<file path="src/design/dns_arw_pkg.sv">
// Shared types and constants for the DNS answer address rewriter.
`timescale 1ns / 1ps

package dns_arw_pkg;

  localparam int unsigned DataW  = 8;
  localparam int unsigned LenW   = 12;
  localparam int unsigned PosW   = 12;
  localparam int unsigned AddrW  = 32;

  // Largest message the parser follows; bytes at or past it pass unchanged.
  localparam int unsigned MaxMessageBytes = 2048;
  localparam logic [PosW:0] MaxMsgCmp     = (PosW + 1)'(MaxMessageBytes);
  localparam logic [PosW-1:0] PosMax      = '1;

  // Header layout
  localparam logic [PosW-1:0] AnCountHiPos = 12'd6;
  localparam logic [PosW-1:0] AnCountLoPos = 12'd7;
  localparam logic [PosW-1:0] HeaderEndPos = 12'd11;

  // Record layout
  localparam logic [3:0] QTailBytes  = 4'd4;
  localparam logic [3:0] FixedBytes  = 4'd10;
  localparam logic [3:0] TypeLoIdx   = 4'd1;
  localparam logic [3:0] RdLenHiIdx  = 4'd8;
  localparam logic [3:0] RdLenLoIdx  = 4'd9;
  localparam logic [7:0] PtrMark     = 8'hC0;
  localparam logic [15:0] TypeA      = 16'd1;
  localparam logic [15:0] ALength    = 16'd4;
  localparam logic [PosW:0] ARdataEnd = 13'd5;

  typedef struct packed {
    logic [DataW-1:0] out_byte;
    logic             was_rewritten;
    logic             out_last;
  } res_t;

endpackage

</file>
<file path="src/design/dns_arw_parser.sv">
// Per-byte DNS message parser: holds parse state and forms one result per byte.
`timescale 1ns / 1ps

module dns_arw_parser (
  input  logic                               clk_i,
  input  logic                               rst_ni,
  input  logic                               step_i,
  input  logic [dns_arw_pkg::DataW-1:0]      data_byte_i,
  input  logic [dns_arw_pkg::LenW-1:0]       message_length_i,
  input  logic                               last_byte_i,
  input  logic [dns_arw_pkg::AddrW-1:0]      address_i,
  output dns_arw_pkg::res_t                  res_o
);

  typedef enum logic [2:0] {
    PhHeader, PhQname, PhQtail, PhAname, PhAptr, PhFixed, PhRdata, PhDone
  } phase_e;

  phase_e                          phase_q, phase_d;
  logic [dns_arw_pkg::PosW-1:0]    pos_q, pos_d;
  logic [15:0]                     ans_q, ans_d;
  logic [7:0]                      lbl_q, lbl_d;
  logic [3:0]                      ffi_q, ffi_d;
  logic [15:0]                     rtype_q, rtype_d;
  logic [15:0]                     rdlen_q, rdlen_d;
  logic [15:0]                     rleft_q, rleft_d;
  logic                            ractive_q, ractive_d;

  logic                            beyond;
  phase_e                          phase_eff;
  logic [15:0]                     ans_dec;
  logic [dns_arw_pkg::PosW:0]      rec_end;
  logic [1:0]                      idx;
  logic [7:0]                      addr_byte;

  always_comb begin
    beyond    = ({1'b0, pos_q} >= {1'b0, message_length_i}) ||
                ({1'b0, pos_q} >= dns_arw_pkg::MaxMsgCmp);
    phase_eff = beyond ? PhDone : phase_q;
    ans_dec   = (ans_q != 16'd0) ? ans_q - 16'd1 : ans_q;
    rec_end   = {1'b0, pos_q} + dns_arw_pkg::ARdataEnd;
    idx       = rdlen_q[1:0] - rleft_q[1:0];
    case (idx)
      2'd0:    addr_byte = address_i[31:24];
      2'd1:    addr_byte = address_i[23:16];
      2'd2:    addr_byte = address_i[15:8];
      default: addr_byte = address_i[7:0];
    endcase

    phase_d   = phase_eff;
    ans_d     = ans_q;
    lbl_d     = lbl_q;
    ffi_d     = ffi_q;
    rtype_d   = rtype_q;
    rdlen_d   = rdlen_q;
    rleft_d   = rleft_q;
    ractive_d = ractive_q;

    res_o.out_byte      = data_byte_i;
    res_o.was_rewritten = 1'b0;
    res_o.out_last      = last_byte_i;

    case (phase_eff)
      PhHeader: begin
        if (pos_q == dns_arw_pkg::AnCountHiPos) begin
          ans_d = {data_byte_i, 8'd0};
        end else if (pos_q == dns_arw_pkg::AnCountLoPos) begin
          ans_d = {ans_q[15:8], data_byte_i};
        end
        if (pos_q >= dns_arw_pkg::HeaderEndPos) begin
          phase_d = PhQname;
          lbl_d   = 8'd0;
        end
      end
      PhQname: begin
        if (lbl_q != 8'd0) begin
          lbl_d = lbl_q - 8'd1;
        end else if (data_byte_i == 8'd0) begin
          phase_d = PhQtail;
          ffi_d   = 4'd0;
        end else begin
          lbl_d = data_byte_i;
        end
      end
      PhQtail: begin
        ffi_d = ffi_q + 4'd1;
        if (ffi_d >= dns_arw_pkg::QTailBytes) begin
          ffi_d   = 4'd0;
          lbl_d   = 8'd0;
          phase_d = (ans_q != 16'd0) ? PhAname : PhDone;
        end
      end
      PhAname: begin
        if (lbl_q != 8'd0) begin
          lbl_d = lbl_q - 8'd1;
        end else if ((data_byte_i & dns_arw_pkg::PtrMark) == dns_arw_pkg::PtrMark) begin
          phase_d = PhAptr;
        end else if (data_byte_i == 8'd0) begin
          phase_d = PhFixed;
          ffi_d   = 4'd0;
        end else begin
          lbl_d = data_byte_i;
        end
      end
      PhAptr: begin
        phase_d = PhFixed;
        ffi_d   = 4'd0;
      end
      PhFixed: begin
        if (ffi_q <= dns_arw_pkg::TypeLoIdx) begin
          rtype_d = {rtype_q[7:0], data_byte_i};
        end else if (ffi_q == dns_arw_pkg::RdLenHiIdx ||
                     ffi_q == dns_arw_pkg::RdLenLoIdx) begin
          rdlen_d = {rdlen_q[7:0], data_byte_i};
        end
        ffi_d = ffi_q + 4'd1;
        if (ffi_d >= dns_arw_pkg::FixedBytes) begin
          ffi_d     = 4'd0;
          ractive_d = (rtype_d == dns_arw_pkg::TypeA) &&
                      (rdlen_d == dns_arw_pkg::ALength) &&
                      (rec_end <= {1'b0, message_length_i}) &&
                      (rec_end <= dns_arw_pkg::MaxMsgCmp);
          rleft_d   = rdlen_d;
          if (rdlen_d == 16'd0) begin
            // empty rdata closes the answer here
            ans_d     = ans_dec;
            lbl_d     = 8'd0;
            ractive_d = 1'b0;
            phase_d   = (ans_dec != 16'd0) ? PhAname : PhDone;
          end else begin
            phase_d = PhRdata;
          end
        end
      end
      PhRdata: begin
        if (ractive_q) begin
          res_o.out_byte      = addr_byte;
          res_o.was_rewritten = 1'b1;
        end
        rleft_d = rleft_q - 16'd1;
        if (rleft_d == 16'd0) begin
          ans_d     = ans_dec;
          lbl_d     = 8'd0;
          ffi_d     = 4'd0;
          ractive_d = 1'b0;
          phase_d   = (ans_dec != 16'd0) ? PhAname : PhDone;
        end
      end
      default: begin
      end
    endcase

    pos_d = (pos_q != dns_arw_pkg::PosMax) ? pos_q + 1'b1 : pos_q;

    // end of message: drop all parse state
    if (last_byte_i) begin
      phase_d   = PhHeader;
      pos_d     = '0;
      ans_d     = '0;
      lbl_d     = '0;
      ffi_d     = '0;
      rtype_d   = '0;
      rdlen_d   = '0;
      rleft_d   = '0;
      ractive_d = 1'b0;
    end
  end

  always_ff @(posedge clk_i or negedge rst_ni) begin
    if (!rst_ni) begin
      phase_q   <= PhHeader;
      pos_q     <= '0;
      ans_q     <= '0;
      lbl_q     <= '0;
      ffi_q     <= '0;
      rtype_q   <= '0;
      rdlen_q   <= '0;
      rleft_q   <= '0;
      ractive_q <= 1'b0;
    end else if (step_i) begin
      phase_q   <= phase_d;
      pos_q     <= pos_d;
      ans_q     <= ans_d;
      lbl_q     <= lbl_d;
      ffi_q     <= ffi_d;
      rtype_q   <= rtype_d;
      rdlen_q   <= rdlen_d;
      rleft_q   <= rleft_d;
      ractive_q <= ractive_d;
    end
  end

endmodule

</file>
<file path="src/design/dns_arw_out_buf.sv">
// Two-entry result buffer between the parser and the output stream.
`timescale 1ns / 1ps

module dns_arw_out_buf (
  input  logic               clk_i,
  input  logic               rst_ni,
  input  logic               push_i,
  input  dns_arw_pkg::res_t  push_data_i,
  output logic               ready_o,
  output logic               valid_o,
  input  logic               pop_ready_i,
  output dns_arw_pkg::res_t  head_o
);

  dns_arw_pkg::res_t slot0_q, slot0_d, slot1_q, slot1_d;
  logic              v0_q, v0_d, v1_q, v1_d;
  logic              pop;

  assign ready_o = !v1_q;
  assign valid_o = v0_q;
  assign head_o  = slot0_q;
  assign pop     = v0_q && pop_ready_i;

  always_comb begin
    slot0_d = slot0_q;
    slot1_d = slot1_q;
    v0_d    = v0_q;
    v1_d    = v1_q;
    if (pop) begin
      // advance the second entry to the head
      slot0_d = slot1_q;
      v0_d    = v1_q;
      v1_d    = 1'b0;
    end
    if (push_i) begin
      if (!v0_d) begin
        slot0_d = push_data_i;
        v0_d    = 1'b1;
      end else begin
        slot1_d = push_data_i;
        v1_d    = 1'b1;
      end
    end
  end

  always_ff @(posedge clk_i or negedge rst_ni) begin
    if (!rst_ni) begin
      v0_q <= 1'b0;
      v1_q <= 1'b0;
    end else begin
      v0_q <= v0_d;
      v1_q <= v1_d;
    end
  end

  always_ff @(posedge clk_i) begin
    slot0_q <= slot0_d;
    slot1_q <= slot1_d;
  end

endmodule

</file>
<file path="src/design/dns_answer_address_rewriter_top.sv">
// Top level of the DNS answer address rewriter.
`timescale 1ns / 1ps
//
// Streams a DNS response message one byte per transfer on the s_axis side and
// returns every byte on the m_axis side. Bytes inside the rdata of an A record
// answer (type 1, length 4, wholly inside the message) are replaced by the
// address held in the configuration register, most significant byte first;
// m_axis_tuser flags each replaced byte. tlast marks the final byte of a
// message and resets the parser for the next one.
// The parser updates its state in the cycle a byte is accepted and the result
// lands in a two-entry output buffer: output valid rises in the cycle after an
// input transfer, and one byte is taken every cycle while the buffer has room
// (the parser state update is the only loop). When the receiver stalls, the buffer
// still takes one more byte; s_axis_tready then drops until an entry drains.
// Reset clears the parse state, empties the buffer and sets the address to 0.
// Write the address through cfg_we_i/cfg_wdata_i only while no byte is in
// flight.

module dns_answer_address_rewriter_top (
  input  logic        clk_i,
  input  logic        rst_ni,
  input  logic        s_axis_tvalid,
  output logic        s_axis_tready,
  input  logic [23:0] s_axis_tdata,  // [7:0] data_byte, [19:8] message_length, zero pad
  input  logic        s_axis_tlast,
  output logic        m_axis_tvalid,
  input  logic        m_axis_tready,
  output logic [7:0]  m_axis_tdata,  // [7:0] out_byte
  output logic        m_axis_tuser,  // [0] was_rewritten
  output logic        m_axis_tlast,
  input  logic        cfg_we_i,
  input  logic [31:0] cfg_wdata_i
);

  logic [dns_arw_pkg::AddrW-1:0] addr_q;
  logic                          in_xfer;
  dns_arw_pkg::res_t             res;
  dns_arw_pkg::res_t             head;

  assign in_xfer = s_axis_tvalid && s_axis_tready;

  // hold the replacement address; reset to zero
  always_ff @(posedge clk_i or negedge rst_ni) begin
    if (!rst_ni) begin
      addr_q <= '0;
    end else if (cfg_we_i) begin
      addr_q <= cfg_wdata_i;
    end
  end

  dns_arw_parser u_parser (
    .clk_i            (clk_i),
    .rst_ni           (rst_ni),
    .step_i           (in_xfer),
    .data_byte_i      (s_axis_tdata[7:0]),
    .message_length_i (s_axis_tdata[19:8]),
    .last_byte_i      (s_axis_tlast),
    .address_i        (addr_q),
    .res_o            (res)
  );

  dns_arw_out_buf u_out_buf (
    .clk_i       (clk_i),
    .rst_ni      (rst_ni),
    .push_i      (in_xfer),
    .push_data_i (res),
    .ready_o     (s_axis_tready),
    .valid_o     (m_axis_tvalid),
    .pop_ready_i (m_axis_tready),
    .head_o      (head)
  );

  assign m_axis_tdata = head.out_byte;
  assign m_axis_tuser = head.was_rewritten;
  assign m_axis_tlast = head.out_last;

`ifndef SYNTHESIS
  a_result_follows: assert property (@(posedge clk_i) disable iff (!rst_ni)
    in_xfer |=> m_axis_tvalid)
    else $error("accepted byte produced no buffered result");

  a_full_means_valid: assert property (@(posedge clk_i) disable iff (!rst_ni)
    !s_axis_tready |-> m_axis_tvalid)
    else $error("input stalled with an empty output buffer");

  a_rewrite_is_addr: assert property (@(posedge clk_i) disable iff (!rst_ni)
    (m_axis_tvalid && m_axis_tuser) |->
      (m_axis_tdata == addr_q[31:24] || m_axis_tdata == addr_q[23:16] ||
       m_axis_tdata == addr_q[15:8]  || m_axis_tdata == addr_q[7:0]))
    else $error("rewritten byte is not an address byte");
`endif

endmodule

</file>
<file path="config.mk">
export PLATFORM = sky130hd
export DESIGN_NAME = dns_answer_address_rewriter_top
export DESIGN_NICKNAME = d
export VERILOG_FILES = /design/src/design/dns_arw_pkg.sv /design/src/design/dns_arw_parser.sv /design/src/design/dns_arw_out_buf.sv /design/src/design/dns_answer_address_rewriter_top.sv
export SDC_FILE = /design/constraint.sdc
export NUM_CORES = 1
export LEC_CHECK = 0
export BUFFER_PORTS_ARGS = -buffer_cell sky130_fd_sc_hd__buf_2
export CAP_MARGIN = 10
export CORE_MARGIN = 2
export CORE_UTILIZATION = 25
export DETAILED_ROUTE_END_ITERATION = 7
export SLEW_MARGIN = 5
export SYNTH_ARGS = -nofsm -noshare
export SYNTH_HDL_FRONTEND = slang
export SYNTH_SLANG_ARGS = --single-unit
export TNS_END_PERCENT = 30
</file>
<file path="constraint.sdc">
create_clock -name clk_i -period 10.19 [get_ports clk_i]
set_input_delay 0.5095 -clock clk_i [delete_from_list [all_inputs] [get_ports clk_i]]
set_output_delay 0.5095 -clock clk_i [all_outputs]
set_load 0.005 [all_outputs]
</file>
==> run metrics <==
die area=0.03981 mm^2; Die Y=199.5 um; headroom to the max-slew limit=26.21%; layout cell share with drive strength beyond 1=17.12%; Largest stage delay, worst path=0.87 ns; largest net degree at the start of global routing=70; cts hold-fix bufs=0; clock sinks=146; ant diodes=0; worst vdd ir=0.1308 mV; H-tree Lvls=4; Num CTS Buffers=17; syn_area_per_cell=9.025 um^2; sequential area share after synthesis=38.22%; Synth cell types=88; Wirelength per Cell=16.69 um; CP endpoint kind=flop; row cnt=71; Nets=1185; critical path class=flop to flop; Synth Instances=1059; GR Util All Layers=13.86%; Starting Density=25.38%; leading cell type in the layout, fill and taps excluded=dfrtp_1; Post-Place Cells=1577; RR Endpoint=u_parser.rdlen_q[8]; CTS tree=yes; RR Startpoint=u_parser.pos_q[2]; Iter 0 DRT Violations=744; Final Hold Fails=0; antenna-violating nets left=0; total power=2.427 mW; Pre-antenna DRT Iters=8; clock skew=0.008453 ns; worst setup path end=u_parser.rdlen_q[8]; Power Dens Cells=222.6 mW/mm^2; CTS root buf=clkbuf_16; first-pass GRT wire length=43.77 mm; vias in the first global route=8277; synth warn=0; post-layout min period=3.883 ns; cell with the most instances on the worst path=o21ai_0; # setup viols final=0; GR Overflow Total=0; Post-Syn Area=0.009558 mm^2; CP max stage cell=nor2_1; multiplexer share of the synthesized area=8.273%; number of flops mapped to enable cells by yosys=10; Vias/cell=5.261; Routed WL=26.86 mm; worst setup path startpoint=u_parser.pos_q[2]; TNS Setup=0 ns; #FFs+latches synth=146; post-DP HPWL=18.48 mm; compound-gate portion of the synthesized area=21.64%; unrepaired setup endpoints after global routing=no; worst-margin pin slew=1.099 ns; Mapped Nets=1159; commonest non-fill, non-tap cells in the layout=dfrtp_1 (126), nor2_1 (89), o21ai_0 (84); fmax=257.6 MHz; post-synthesis simple-gate area fraction=19.51%; clock buffer depth=2; I/O pin count=74; Arrival @ worst endpoint=4.22 ns; status=finished, final reports clean; Clock Pin Slew Worst Setup and Hold Paths=0.07 ns; Final Max Tran Viols=0; Die X=199.5 um; Final period util=38.10%; final non-filler cell total=1609; r2r worst-path depth=9; Hold Crit Class=input port to async pin; R2R Setup Slk=6.31 ns; post-CTS resize count=0; vias=8465; MaxCap Viol Count=0; Synth Area in XOR/XNOR=2.369%; # DRC=0; crit path max fanout=13; area grow syn2layout=14.10%; leakage=4.566 nW; RD Place Congestion=0.8747; Post-CTS Setup Repair Bufs=0; WP data required=10.53 ns; Worst setup SP type=flop; Clock Latency Late Sink=0.44 ns; Async SR Flop Fraction=86.30%; initial antenna violation count=0; Synth Area in Adders=4.974%; Top FF cell, synth=dfrtp_1; Placeable Area=0.03767 mm^2; largest family of logic cells by synthesized area=compound AO/OA/AOI/OAI gates; cells along the critical path=ha_1, a211oi_1, o21ai_0, a21oi_1, o21a_1, nand3_1, nor2_1, a22oi_1, o21ai_0; I/O Buffers=69
## state kept, by name (all words and copies together) (netlist names)
register,flops
addr_q,32
u_parser.ans_q,16
u_parser.rdlen_q,16
u_parser.rleft_q,16
u_parser.rtype_q,16
u_parser.pos_q,12
u_out_buf.head_o,10
u_out_buf.slot1_q,10
u_parser.lbl_q,8
u_parser.ffi_q,4
u_parser.phase_q,3
u_out_buf.v1_q,1
u_out_buf.valid_o,1
u_parser.ractive_q,1
## worst max-delay path: cells and delay by family, from the launching register on
kind | cells | cell delay (ns)
AND/OR/NAND/NOR | 2 | 1.37
adder cells (fa/ha/maj) | 1 | 0.32
flip-flops | 1 | 0.58
AO/OA/AOI/OAI | 6 | 1.50
## worst min path at each step
| stage | from | end | slack [ns] | cells after the start |
|---|---|---|---|---|
| after floorplan | rst_ni | addr_q[0] | 0.21 | 0 |
| after global placement | addr_q[21] | addr_q[21] | 0.49 | 1 |
| after detailed placement | addr_q[11] | addr_q[11] | 0.49 | 1 |
| after CTS | rst_ni | addr_q[25] | 0.17 | 1 |
| after global routing | rst_ni | addr_q[25] | 0.19 | 1 |
| final | rst_ni | addr_q[1] | 0.13 | 1 |
## Yosys cell counts (11+ instances only)
library cell	instances	share of area, %
a21o_1	18	1.4
a21oi_1	52	2.7
a22o_1	17	1.6
a22oi_1	14	1.1
a31oi_1	20	1.3
buf_1	11	0.43
buf_2	11	0.58
clkbuf_1	44	1.7
dfrtp_1	126	33
ha_1	38	5.0
inv_1	41	1.6
mux2_2	40	4.7
mux2i_1	13	1.4
nand2_1	81	3.2
nand3_1	29	1.5
nand4_1	11	0.72
nor2_1	89	3.5
nor3_1	53	2.8
nor4_1	22	1.4
o21ai_0	84	4.4
o31ai_1	18	1.4
xnor2_1	13	1.2
xor2_1	11	1.0
## stage by stage
stage          hold slack [ns]  util (%)  cell area [um^2]  setup slack (ns)
2_1_floorplan           0.2139         -              9558             6.925
3_3_place_gp            0.4870     27.36             10310             6.331
3_5_place_dp            0.4926     27.36             10310             6.283
4_1_cts                 0.1674     28.95             10910             6.325
5_1_grt                 0.1875     28.95             10910             6.019
6_report                0.1293     28.95             10910             6.307
## cell type report
type / count / area (um^2)
Multi-Input combinational cell: 799 / 5433
Clock buffer: 20 / 456.7
Sequential cell: 146 / 3654
Tap cell: 511 / 639.4
Clock inverter: 12 / 142.6
Timing Repair Buffer: 79 / 422.9
Inverter: 42 / 157.7
Fill cell: 4022 / 26760
## power by group
group	internal, mW	switching (mW)	total, mW
logic	0.387	0.593	0.980
registers	0.679	0.118	0.796
clock network	0.378	0.273	0.651
## layer usage
metal  vias up  track usage (%)  wire length, um
met5         -                0                0
met4         0            5.048              605
met3        44            4.000             2011
met2       289            21.39            12080
met1      4145            18.35            12160
li1       3987                -                -
## kinds of logic (layout without fill, tap and decap cells)
| logic type | after synthesis | in the layout |
|---|---|---|
| adder cells (fa/ha/maj) | 38 | 38 |
| XOR/XNOR | 25 | 25 |
| AO/OA/AOI/OAI | 307 | 307 |
| multiplexers | 63 | 63 |
| flip-flops | 146 | 146 |
| AND/OR/NAND/NOR | 366 | 366 |
| buffers and inverters | 114 | 153 |
(Power assumes the default switching activity.)
